### config.mk
export PLATFORM = sky130hd
export DESIGN_NAME = pt4_regs
export DESIGN_NICKNAME = d
export VERILOG_FILES = /design/src/pt4_pkg.sv /design/src/pt4_regs.sv
export SDC_FILE = /design/constraint.sdc
export NUM_CORES = 1
export LEC_CHECK = 0
export BUFFER_PORTS_ARGS = -buffer_cell sky130_fd_sc_hd__buf_4
export CELL_PAD_IN_SITES_DETAIL_PLACEMENT = 1
export CELL_PAD_IN_SITES_GLOBAL_PLACEMENT = 2
export CORE_MARGIN = 1
export CORE_UTILIZATION = 29
export CTS_CLUSTER_DIAMETER = 30
export DETAILED_ROUTE_END_ITERATION = 8
export GPL_TIMING_DRIVEN = 0
export PLACE_DENSITY_LB_ADDON = 0.1
export RECOVER_POWER = 50
export SLEW_MARGIN = 20
export SYNTH_ARGS = -nofsm -noshare
export SYNTH_HDL_FRONTEND = slang
export SYNTH_SLANG_ARGS = --single-unit
### constraint.sdc
create_clock -name clk_i -period 1.2 [get_ports clk_i]
set_input_delay 0.06 -clock clk_i [delete_from_list [all_inputs] [get_ports clk_i]]
set_output_delay 0.06 -clock clk_i [all_outputs]
set_load 0.005 [all_outputs]
### src/pt4_pkg.sv
// ----------------------------------------------------------------------------
// pt4_pkg
// Shared types and constants of the 4x4 homogeneous point transform.
// ----------------------------------------------------------------------------
package pt4_pkg;

  // Opcodes
  localparam logic OP_POINT = 1'b0;
  localparam logic OP_DIR   = 1'b1;

  // Register map, index is paddr[4:3]
  localparam logic [1:0] REG_ROW_ZERO  = 2'd0;
  localparam logic [1:0] REG_ROW_ONE   = 2'd1;
  localparam logic [1:0] REG_ROW_TWO   = 2'd2;
  localparam logic [1:0] REG_ROW_THREE = 2'd3;

  // Reset matrix is the identity in Q8.8
  localparam logic [63:0] ROW_ZERO_RST  = 64'h0000_0000_0000_0100;
  localparam logic [63:0] ROW_ONE_RST   = 64'h0000_0000_0100_0000;
  localparam logic [63:0] ROW_TWO_RST   = 64'h0000_0100_0000_0000;
  localparam logic [63:0] ROW_THREE_RST = 64'h0100_0000_0000_0000;

  localparam int unsigned LANE_W = 16;

  // Control that travels with each item through the output pipeline
  typedef struct packed {
    logic valid;
    logic point;
    logic w_zero;
  } ctrl_t;

endpackage

### src/pt4_regs.sv
// ----------------------------------------------------------------------------
// pt4_regs
// Matrix row registers behind an APB-style port, 64-bit data.
// ----------------------------------------------------------------------------
module pt4_regs import pt4_pkg::*; (
  input  logic             clk_i,
  input  logic             rst_ni,
  input  logic             psel,
  input  logic             penable,
  input  logic             pwrite,
  input  logic [4:0]       paddr,
  input  logic [63:0]      pwdata,
  output logic [63:0]      prdata,
  output logic             pready,
  output logic [3:0][63:0] rows_o
);

  logic [3:0][63:0] rows_q;
  logic             wr_en;
  logic [1:0]       idx;

  assign idx    = paddr[4:3];
  assign wr_en  = psel & penable & pwrite;
  assign pready = 1'b1;
  assign prdata = rows_q[idx];
  assign rows_o = rows_q;

  // Write one row per completed access
  always_ff @(posedge clk_i or negedge rst_ni) begin
    if (!rst_ni) begin
      rows_q[REG_ROW_ZERO]  <= ROW_ZERO_RST;
      rows_q[REG_ROW_ONE]   <= ROW_ONE_RST;
      rows_q[REG_ROW_TWO]   <= ROW_TWO_RST;
      rows_q[REG_ROW_THREE] <= ROW_THREE_RST;
    end else if (wr_en) begin
      case (idx)
        REG_ROW_ZERO:  rows_q[REG_ROW_ZERO]  <= pwdata;
        REG_ROW_ONE:   rows_q[REG_ROW_ONE]   <= pwdata;
        REG_ROW_TWO:   rows_q[REG_ROW_TWO]   <= pwdata;
        REG_ROW_THREE: rows_q[REG_ROW_THREE] <= pwdata;
        default: ;
      endcase
    end
  end

endmodule

==> results.tsv <==
metric	value	unit
slew_headroom	18.7	%
dieArea	0.0389	mm^2
die_y	197	um
yosys-top-cells-area	dfrtp_1 57%, mux2_2 26%, mux4_2 13%	
cp_max_fo	2	
clk_pin_slew	0.04	ns
required	1.14	ns
utilization	59.8	%
dp.cells	1528	
yosysUniqueCellTypes	17	
largest_reg_flops	256	
htree_levels	3	
critPathLaunchType	flip-flop	
swShare	24.9	%
syn-num-nets	699	
p_leak	10.6	nW
hold_slack	-0.0586	ns
critPathMaxStageDelay	0.51	ns
synthArstFlopShare	100	%
rows	71	
synth_area	0.0111	mm^2
reg2reg_depth	3	
synth_area_per_cell	17.7	um^2
critPathSlowestCell	mux4_2	
antennaDiodeCount	0	
r2r_start	rows_o[192]	
drv_cap	0	
worstReg2RegEnd	rows_o[192]	
drive_gt1_share	77.7	%
fmax	589	MHz
hold_violations	4	
fin_setup_tns	-73.15	ns
synth.most_common_cell	mux2_2	
ys_ff_latch	256	
cts_buffers	76	
crit_type	reg -> out	
cts_tree	done	
cts-root-buf	clkbuf_16	
ys.flop_type	dfrtp_1	
rsz0062_at_grt	true	
grt_max_degree	93	
dp_hpwl	24500	um
p_int	38.2	mW
fin_skew	0	ns
comb_power_share	31.4	%
synth-edff-count	0	
drc	0	
place_area	0.0147	mm^2
wl_per_cell	21.8	um
crit_start	rows_o[182]	
num-nets-final	1532	
period_needed	1.70	ns
p_clk_share	44.2	%
status	finished, violations left	
setup_viol	440	
cts.sinks	256	
seq_power_share	24.4	%
report.final.slew_viol_count	0	
endpoint_kind	output pin	
fin_ws	-0.497	ns
antenna_found_initial	0	
viasPerCell	4.56	
yosys-top-cells-count	256 x mux2_2, 252 x dfrtp_1, 64 x mux4_2	
final_antenna_net_count	0	
drt-total-wl	44300	um
final_cells	2029	
power	50.8	mW
finalInstanceArea	0.0225	mm^2
synthToLayoutAreaGrowth	103	%
portBuffers	390	
num_vias	9247	
grt_use_total	21.4	%
dr.pass1.iters	4	
synth_warnings	0	
grt_pass1_vias	10135	
min_path_type	in -> reg	
dp_slack	-0.712	ns
netlist.area_leader.share	57.0	%
globalplace.congestion	0.719	
coreArea	0.0376	mm^2
first_iter_violations	177	
clock_path_buffers	3	
crit_chain	mux4_2, buf_6	
pwr_density_cell	2260	mW/mm^2
ff2ff_setup_slack	0.06	ns
initial_utilization	29.4	%
ir_drop	1.34	mV
ioPinCount	395	
switchingPower	12.7	mW
cp.arrival	1.64	ns
synthCells	625	
die_x	197	um
synth_top_cell_by_area	dfrtp_1	
critPathCapture	prdata[54]	
grt_pass1_wl	62200	um
grt_overflow_total	0	
fin_crit_sh	141	%
worst_pin_slew	1.22	ns
postCtsHoldBufs	65	
seq_area_frac_synth	58.0	%
violations	hold timing, setup timing	
clock_latency	0.58	ns
## layout by cell type, fill, tap and decap left out, drive strengths merged
master and count:
buf 709, mux2 256, dfrtp 252, clkbuf 115
dlygate4sd3 65, mux4 64, bufinv 17, clkinv 17
dlygate4sd2 5, clkinvlp 4, dfstp 4, inv 3
nand3 1, nor3 1, nand4 1, nor2 1
or3 1, or2 1, conb 1
## power groups by stage
| stage | Combinational (mW) | Clock [mW] | Sequential, mW |
|---|---|---|---|
| floorplan | 3.04 | 0 | 12.2 |
| global placement | 8.45 | 0 | 12.5 |
| detailed placement | 8.56 | 0 | 12.5 |
| CTS | 13.7 | 22.9 | 12.3 |
| global route | 16.9 | 23.4 | 12.6 |
| finish | 16.0 | 22.5 | 12.4 |
## per-layer routing
metal / GRT usage (%) / up-vias / routed length (um)
li1: - / 4058 / -
met1: 25.0 / 4795 / 17000
met2: 36.3 / 317 / 23100
met3: 6.21 / 77 / 2810
met4: 9.27 / 0 / 1340
met5: 0 / - / 0
## final cells by class
type | count | area [um^2]
multi-input cells | 327 | 4370
plain buffers | 41 | 278
fillers | 3519 | 15100
clock inverters | 40 | 717
well taps | 511 | 639
repair buffers | 755 | 7880
inverters | 1 | 3.75
flip-flops and latches | 256 | 6410
clock buffers | 98 | 2180
## how the worst min path moves through the flow
stage / startpoint / end / slack, ns / depth (start not counted)
2_1_floorplan: rst_ni / rows_o[0] / -0.24 / 0
3_3_place_gp: pwdata[12] / rows_o[204] / 0.32 / 2
3_5_place_dp: rst_ni / rows_o[155] / 0.13 / 1
4_1_cts: paddr[4] / rows_o[64] / -0.08 / 3
5_1_grt: paddr[4] / rows_o[64] / -0.08 / 3
6_report: paddr[4] / rows_o[64] / -0.06 / 3
## cell families (layout without fill, tap and decap cells)
kind of cell | count (synthesis) | count (layout) | share of synthesized area [%]
mux | 320 | 320 | 39.1
flops | 256 | 256 | 58.0
buf+inv | 42 | 935 | 2.55
simple gates | 6 | 6 | 0.362
other cells | 1 | 1 | 0.0339
## repair_timing
item	in CTS	in global routing
endpoints found under the hold margin	339	4
pin swaps	1	0
gates resized for setup	389	210
endpoints found under the setup margin	406	344
setup buffers	196	149
## critical path: cells and delay by family (launching register included)
kind     cells  cell delay (ns)
mux          1             0.51
flops        1             0.39
buf+inv      1             0.15
(Power assumes the default switching activity.)
