### src/pt4_pkg.sv
// ----------------------------------------------------------------------------
// pt4_pkg
// Shared types and constants of the 4x4 homogeneous point transform.
// ----------------------------------------------------------------------------
package pt4_pkg;

  // Opcodes
  localparam logic OP_POINT = 1'b0;
  localparam logic OP_DIR   = 1'b1;

  // Register map, index is paddr[4:3]
  localparam logic [1:0] REG_ROW_ZERO  = 2'd0;
  localparam logic [1:0] REG_ROW_ONE   = 2'd1;
  localparam logic [1:0] REG_ROW_TWO   = 2'd2;
  localparam logic [1:0] REG_ROW_THREE = 2'd3;

  // Reset matrix is the identity in Q8.8
  localparam logic [63:0] ROW_ZERO_RST  = 64'h0000_0000_0000_0100;
  localparam logic [63:0] ROW_ONE_RST   = 64'h0000_0000_0100_0000;
  localparam logic [63:0] ROW_TWO_RST   = 64'h0000_0100_0000_0000;
  localparam logic [63:0] ROW_THREE_RST = 64'h0100_0000_0000_0000;

  localparam int unsigned LANE_W = 16;

  // Control that travels with each item through the output pipeline
  typedef struct packed {
    logic valid;
    logic point;
    logic w_zero;
  } ctrl_t;

endpackage

### src/pt4_mac.sv
// ----------------------------------------------------------------------------
// pt4_mac
// One matrix column: x*c0 + y*c1 + z*c2 (+ aligned translation), 3 stages.
// ----------------------------------------------------------------------------
module pt4_mac import pt4_pkg::*; #(
  parameter int unsigned CW = 32,
  parameter int unsigned KW = 16,
  localparam int unsigned PW = CW + KW + 2,
  localparam int unsigned CF = CW / 2
) (
  input  logic                 clk_i,
  input  logic signed [CW-1:0] x_i,
  input  logic signed [CW-1:0] y_i,
  input  logic signed [CW-1:0] z_i,
  input  logic signed [KW-1:0] c0_i,
  input  logic signed [KW-1:0] c1_i,
  input  logic signed [KW-1:0] c2_i,
  input  logic signed [KW-1:0] t_i,
  input  logic                 use_t_i,
  output logic signed [PW-1:0] sum_o
);

  logic signed [CW+KW-1:0] p0_q, p1_q, p2_q;
  logic signed [PW-1:0]    t_d, t_q, s01_q, s2t_q, sum_q;

  // Align translation to the product format
  assign t_d = use_t_i ? {{(PW-KW-CF){t_i[KW-1]}}, t_i, {CF{1'b0}}} : '0;

  // Multiply
  always_ff @(posedge clk_i) begin
    p0_q <= x_i * c0_i;
    p1_q <= y_i * c1_i;
    p2_q <= z_i * c2_i;
    t_q  <= t_d;
  end

  // Add pairs, then the final sum
  always_ff @(posedge clk_i) begin
    s01_q <= PW'(p0_q) + PW'(p1_q);
    s2t_q <= PW'(p2_q) + t_q;
    sum_q <= s01_q + s2t_q;
  end

  assign sum_o = sum_q;

endmodule

### config.mk
export PLATFORM = sky130hd
export DESIGN_NAME = pt4_mac
export DESIGN_NICKNAME = d
export VERILOG_FILES = /design/src/pt4_pkg.sv /design/src/pt4_mac.sv
export SDC_FILE = /design/constraint.sdc
export NUM_CORES = 2
export LEC_CHECK = 0
export BUFFER_PORTS_ARGS = -buffer_cell sky130_fd_sc_hd__buf_2
export CORE_ASPECT_RATIO = 0.5
export CORE_UTILIZATION = 25
export CTS_CLUSTER_SIZE = 30
export DETAILED_ROUTE_END_ITERATION = 6
export PLACE_DENSITY = 0.35
export SLEW_MARGIN = 10
export SYNTH_ARGS = -nofsm -noshare
export SYNTH_HDL_FRONTEND = slang
export SYNTH_SLANG_ARGS = --single-unit
### constraint.sdc
create_clock -name clk_i -period 8.5 [get_ports clk_i]
set_clock_uncertainty 0.15 [all_clocks]
set_input_delay 0.425 -clock clk_i [delete_from_list [all_inputs] [get_ports clk_i]]
set_output_delay 0.425 -clock clk_i [all_outputs]
set_load 0.02 [all_outputs]
==> flow_metrics.py <==
metrics = {
    "worst_setup_path": {
        "worstReg2RegEnd": "sum_o[46]$_DFF_P_",
        "worstSetupEndpoint": "p0_q[45]$_DFF_P_",
        "critPathCaptureType": "register",
        "cp-startpoint": "c0_i[1]",
        "worstPathArrival_ns": 7.76,
        "crit_family": "adder cells",
        "crit_buf_inv": 4,
        "worstSetupStartpointType": "input pin",
        "crit_type": "in -> reg",
        "cp_slowest_cell": "buf_2",
        "crit_path_frequent_cell": "fa_1",
        "r2r_start": "s01_q[1]$_DFF_P_",
        "required_ns": 8.82,
        "path_max_fanout": 32,
        "r2r_slack_ns": 4.53,
        "crit_path_max_incr_delay_ns": 0.75,
        "r2r_cells": 12,
        "cp.depth": 20,
        "path_cells": "buf_2 > nand2_1 > fa_1 > fa_1 > fa_1 > inv_1 > fa_1 > fa_1 > inv_1 > fa_1 > inv_1 > ha_1 > nand4_1 > or3_1 > a21oi_1 > o2111ai_1 > a21oi_1 > o21ai_1 > o41ai_1 > xor2_1",
    },
    "global_route": {
        "grt_start_max_net_pins": 33,
        "overflow": 0,
        "antenna_found_initial": 28,
        "grt_use_total": 0.162,
        "grt_pass1_vias": 52425,
        "grt_pass1_wl_um": 331000,
    },
    "floorplanning": {
        "start_util": 0.252,
        "die_h_um": 366,
        "die-area_um2": 267000,
        "row_count": 133,
        "die_w_um": 730,
        "coreArea_um2": 263000,
        "ios": 212,
    },
    "sta": {
        "fin_setup_tns_ns": 0,
        "tightest_slew_ns": 1.01,
        "post-route-min-period_ns": 7.45,
        "rsz0062_at_grt": "no",
        "setup_viol": 0,
        "period_share": 0.876,
        "max_freq_ghz": 0.134,
        "hold_violations": 0,
        "slew_headroom": 0.324,
        "slew_violations": 0,
    },
    "place": {
        "dp_hpwl_um": 173000,
        "place.gp.congestion": 0.800,
        "place_area_um2": 70900,
        "numPortBuffers": 211,
    },
    "clock_tree": {
        "cts_resized": 0,
        "cts.path.max_buffers": 3,
        "clock_sinks": 308,
        "cts_root_buffer": "clkbuf_16",
        "clk_latency_ns": 0.57,
        "cts_buffers": 35,
        "path_clk_slew_ns": 0.06,
        "cts_tree": "built",
        "cts-htree-levels": 2,
    },
    "synth": {
        "yosysUniqueCellTypes": 76,
        "netlist_top_cells_area": "fa_1 44%, inv_1 9.7%, dfxtp_1 9.3%",
        "synth_edf_count": 0,
        "syn-instance-count": 7355,
        "synthDominantCellAreaShare": 0.442,
        "ys_async_sr_fraction": 0,
        "synth_top_area_cell": "fa_1",
        "synth.most_common_cell": "inv_1",
        "netlist_area_um2": 66200,
        "synth_top_flop_cell": "dfxtp_1",
        "synthTopCellsByCount": "1703 x inv_1, 1461 x fa_1, 959 x nand2_1",
        "synth_nets": 9449,
        "ys_seq_area_frac": 0.0932,
        "yosysWarnings": 0,
        "ys_seq_elements": 308,
        "avgSynthCellArea_um2": 9.00,
    },
    "cells_and_area": {
        "drive_gt1_frac": 0.0460,
        "area_delta_synth_final_pct": 9.15,
        "stdcell_area_um2": 72200,
        "nNetsFinal": 9460,
    },
    "route": {
        "antenna_left": 0,
        "dr_total_vias": 47076,
        "drt_first_pass_iters": 7,
        "routed_wl_um": 211000,
        "drcViolationCount": 0,
        "drt_iter0_markers": 2271,
        "via_per_inst": 4.31,
        "drt-wirelength-per-cell_um": 19.3,
    },
    "flow_run": {
        "max-cap-violations": 0,
    },
    "min_path": {
        "hold_class": "in -> reg",
        "hold_depth": 2,
    },
    "run_status": {
        "status": "finished clean",
    },
}
[cell usage in the layout (no fill, tap or decap), types with 34 or more instances in the layout]
cell | Yosys | routed
a21o_1 | 141 | 141
a21oi_1 | 251 | 251
and2_1 | 642 | 642
buf_2 | 1 | 211
buf_4 | 0 | 42
clkbuf_16 | 0 | 35
dfxtp_1 | 308 | 308
fa_1 | 1461 | 1461
ha_1 | 471 | 471
inv_1 | 1703 | 1703
nand2_1 | 959 | 959
nand2b_1 | 54 | 54
nand3_1 | 51 | 51
nand4_1 | 38 | 38
nor2_1 | 218 | 218
nor2b_1 | 34 | 34
o21a_1 | 37 | 37
o21ai_0 | 108 | 108
o21bai_1 | 42 | 42
xnor2_1 | 199 | 199
xor2_1 | 63 | 63
[registers in the layout, indices dropped and copies added, names as in the netlist]
register and count:
sum_o 50, p0_q 48, s2t_q 49, t_q 16
p1_q 48, s01_q 49, p2_q 48
[worst register-to-register path, cell delays in order, from the launching register on]
cell and delay (ns):
dfxtp_1 0.47, inv_1 0.11, fa_1 0.45, nand2b_1 0.19
a21oi_1 0.26, o2111ai_1 0.24, a211oi_1 0.40, a2111oi_2 0.17
o41a_1 0.50, a211oi_1 0.41, o21ai_1 0.16, o21ai_1 0.18
xor2_1 0.19
[layer usage]
layer | part of all wire | vias up | global-route usage
met3 | 0.021 | 129 | 0.00797
met1 | 0.50 | 24410 | 0.237
li1 | - | 21956 | -
met4 | 0.013 | 2 | 0.0199
met2 | 0.47 | 579 | 0.271
met5 | 0.000043 | - | 0
[final cells by class]
cell class / count / area [um2]
fillers: 28493 / 191000
multi-input cells: 5055 / 52500
inverters: 1706 / 6400
flip-flops and latches: 308 / 6170
well taps: 3510 / 4390
repair buffers: 260 / 1440
clock buffers: 46 / 967
clock inverters: 17 / 312
diodes: 8 / 20.0
[worst min-delay path by stage]
stage                     startpoint                 end  slack [ns]
floorplan            p2_q[0]$_DFF_P_    s2t_q[0]$_DFF_P_        0.16
finish                       t_i[12]  t_q[28]$_SDFF_PN0_        0.04
CTS                           t_i[3]  t_q[19]$_SDFF_PN0_        0.01
global route                 t_i[12]  t_q[28]$_SDFF_PN0_        0.01
global placement     p2_q[6]$_DFF_P_    s2t_q[6]$_DFF_P_        0.16
detailed placement  p2_q[12]$_DFF_P_   s2t_q[12]$_DFF_P_        0.16
[metrics by stage]
step           setup WS, ns  hold WS, ns  cells  utilization
3_5_place_dp          0.546        0.162  10832        0.270
3_3_place_gp          0.576        0.161  10832        0.270
5_1_grt               0.725       0.0123  10903        0.275
2_1_floorplan          1.93        0.160   7355            -
4_1_cts                1.14       0.0124  10902        0.275
6_report               1.05       0.0374  10910        0.275
[cells by family after synthesis]
group           share of synthesized area
fa+ha+maj                           0.531
mux                              0.000473
simple gates                        0.152
flops                              0.0932
xor+xnor                           0.0347
compound gates                     0.0753
buf+inv                             0.113
[what timing repair did]
item / 4_1_cts / 5_1_grt
hold buffers: 7 / 0
setup buffers: 0 / 0
endpoints found under the hold margin: 7 / 0
Power is not shown: default switching activity piles up to over one toggle a cycle in this logic, so the estimate is an artifact.
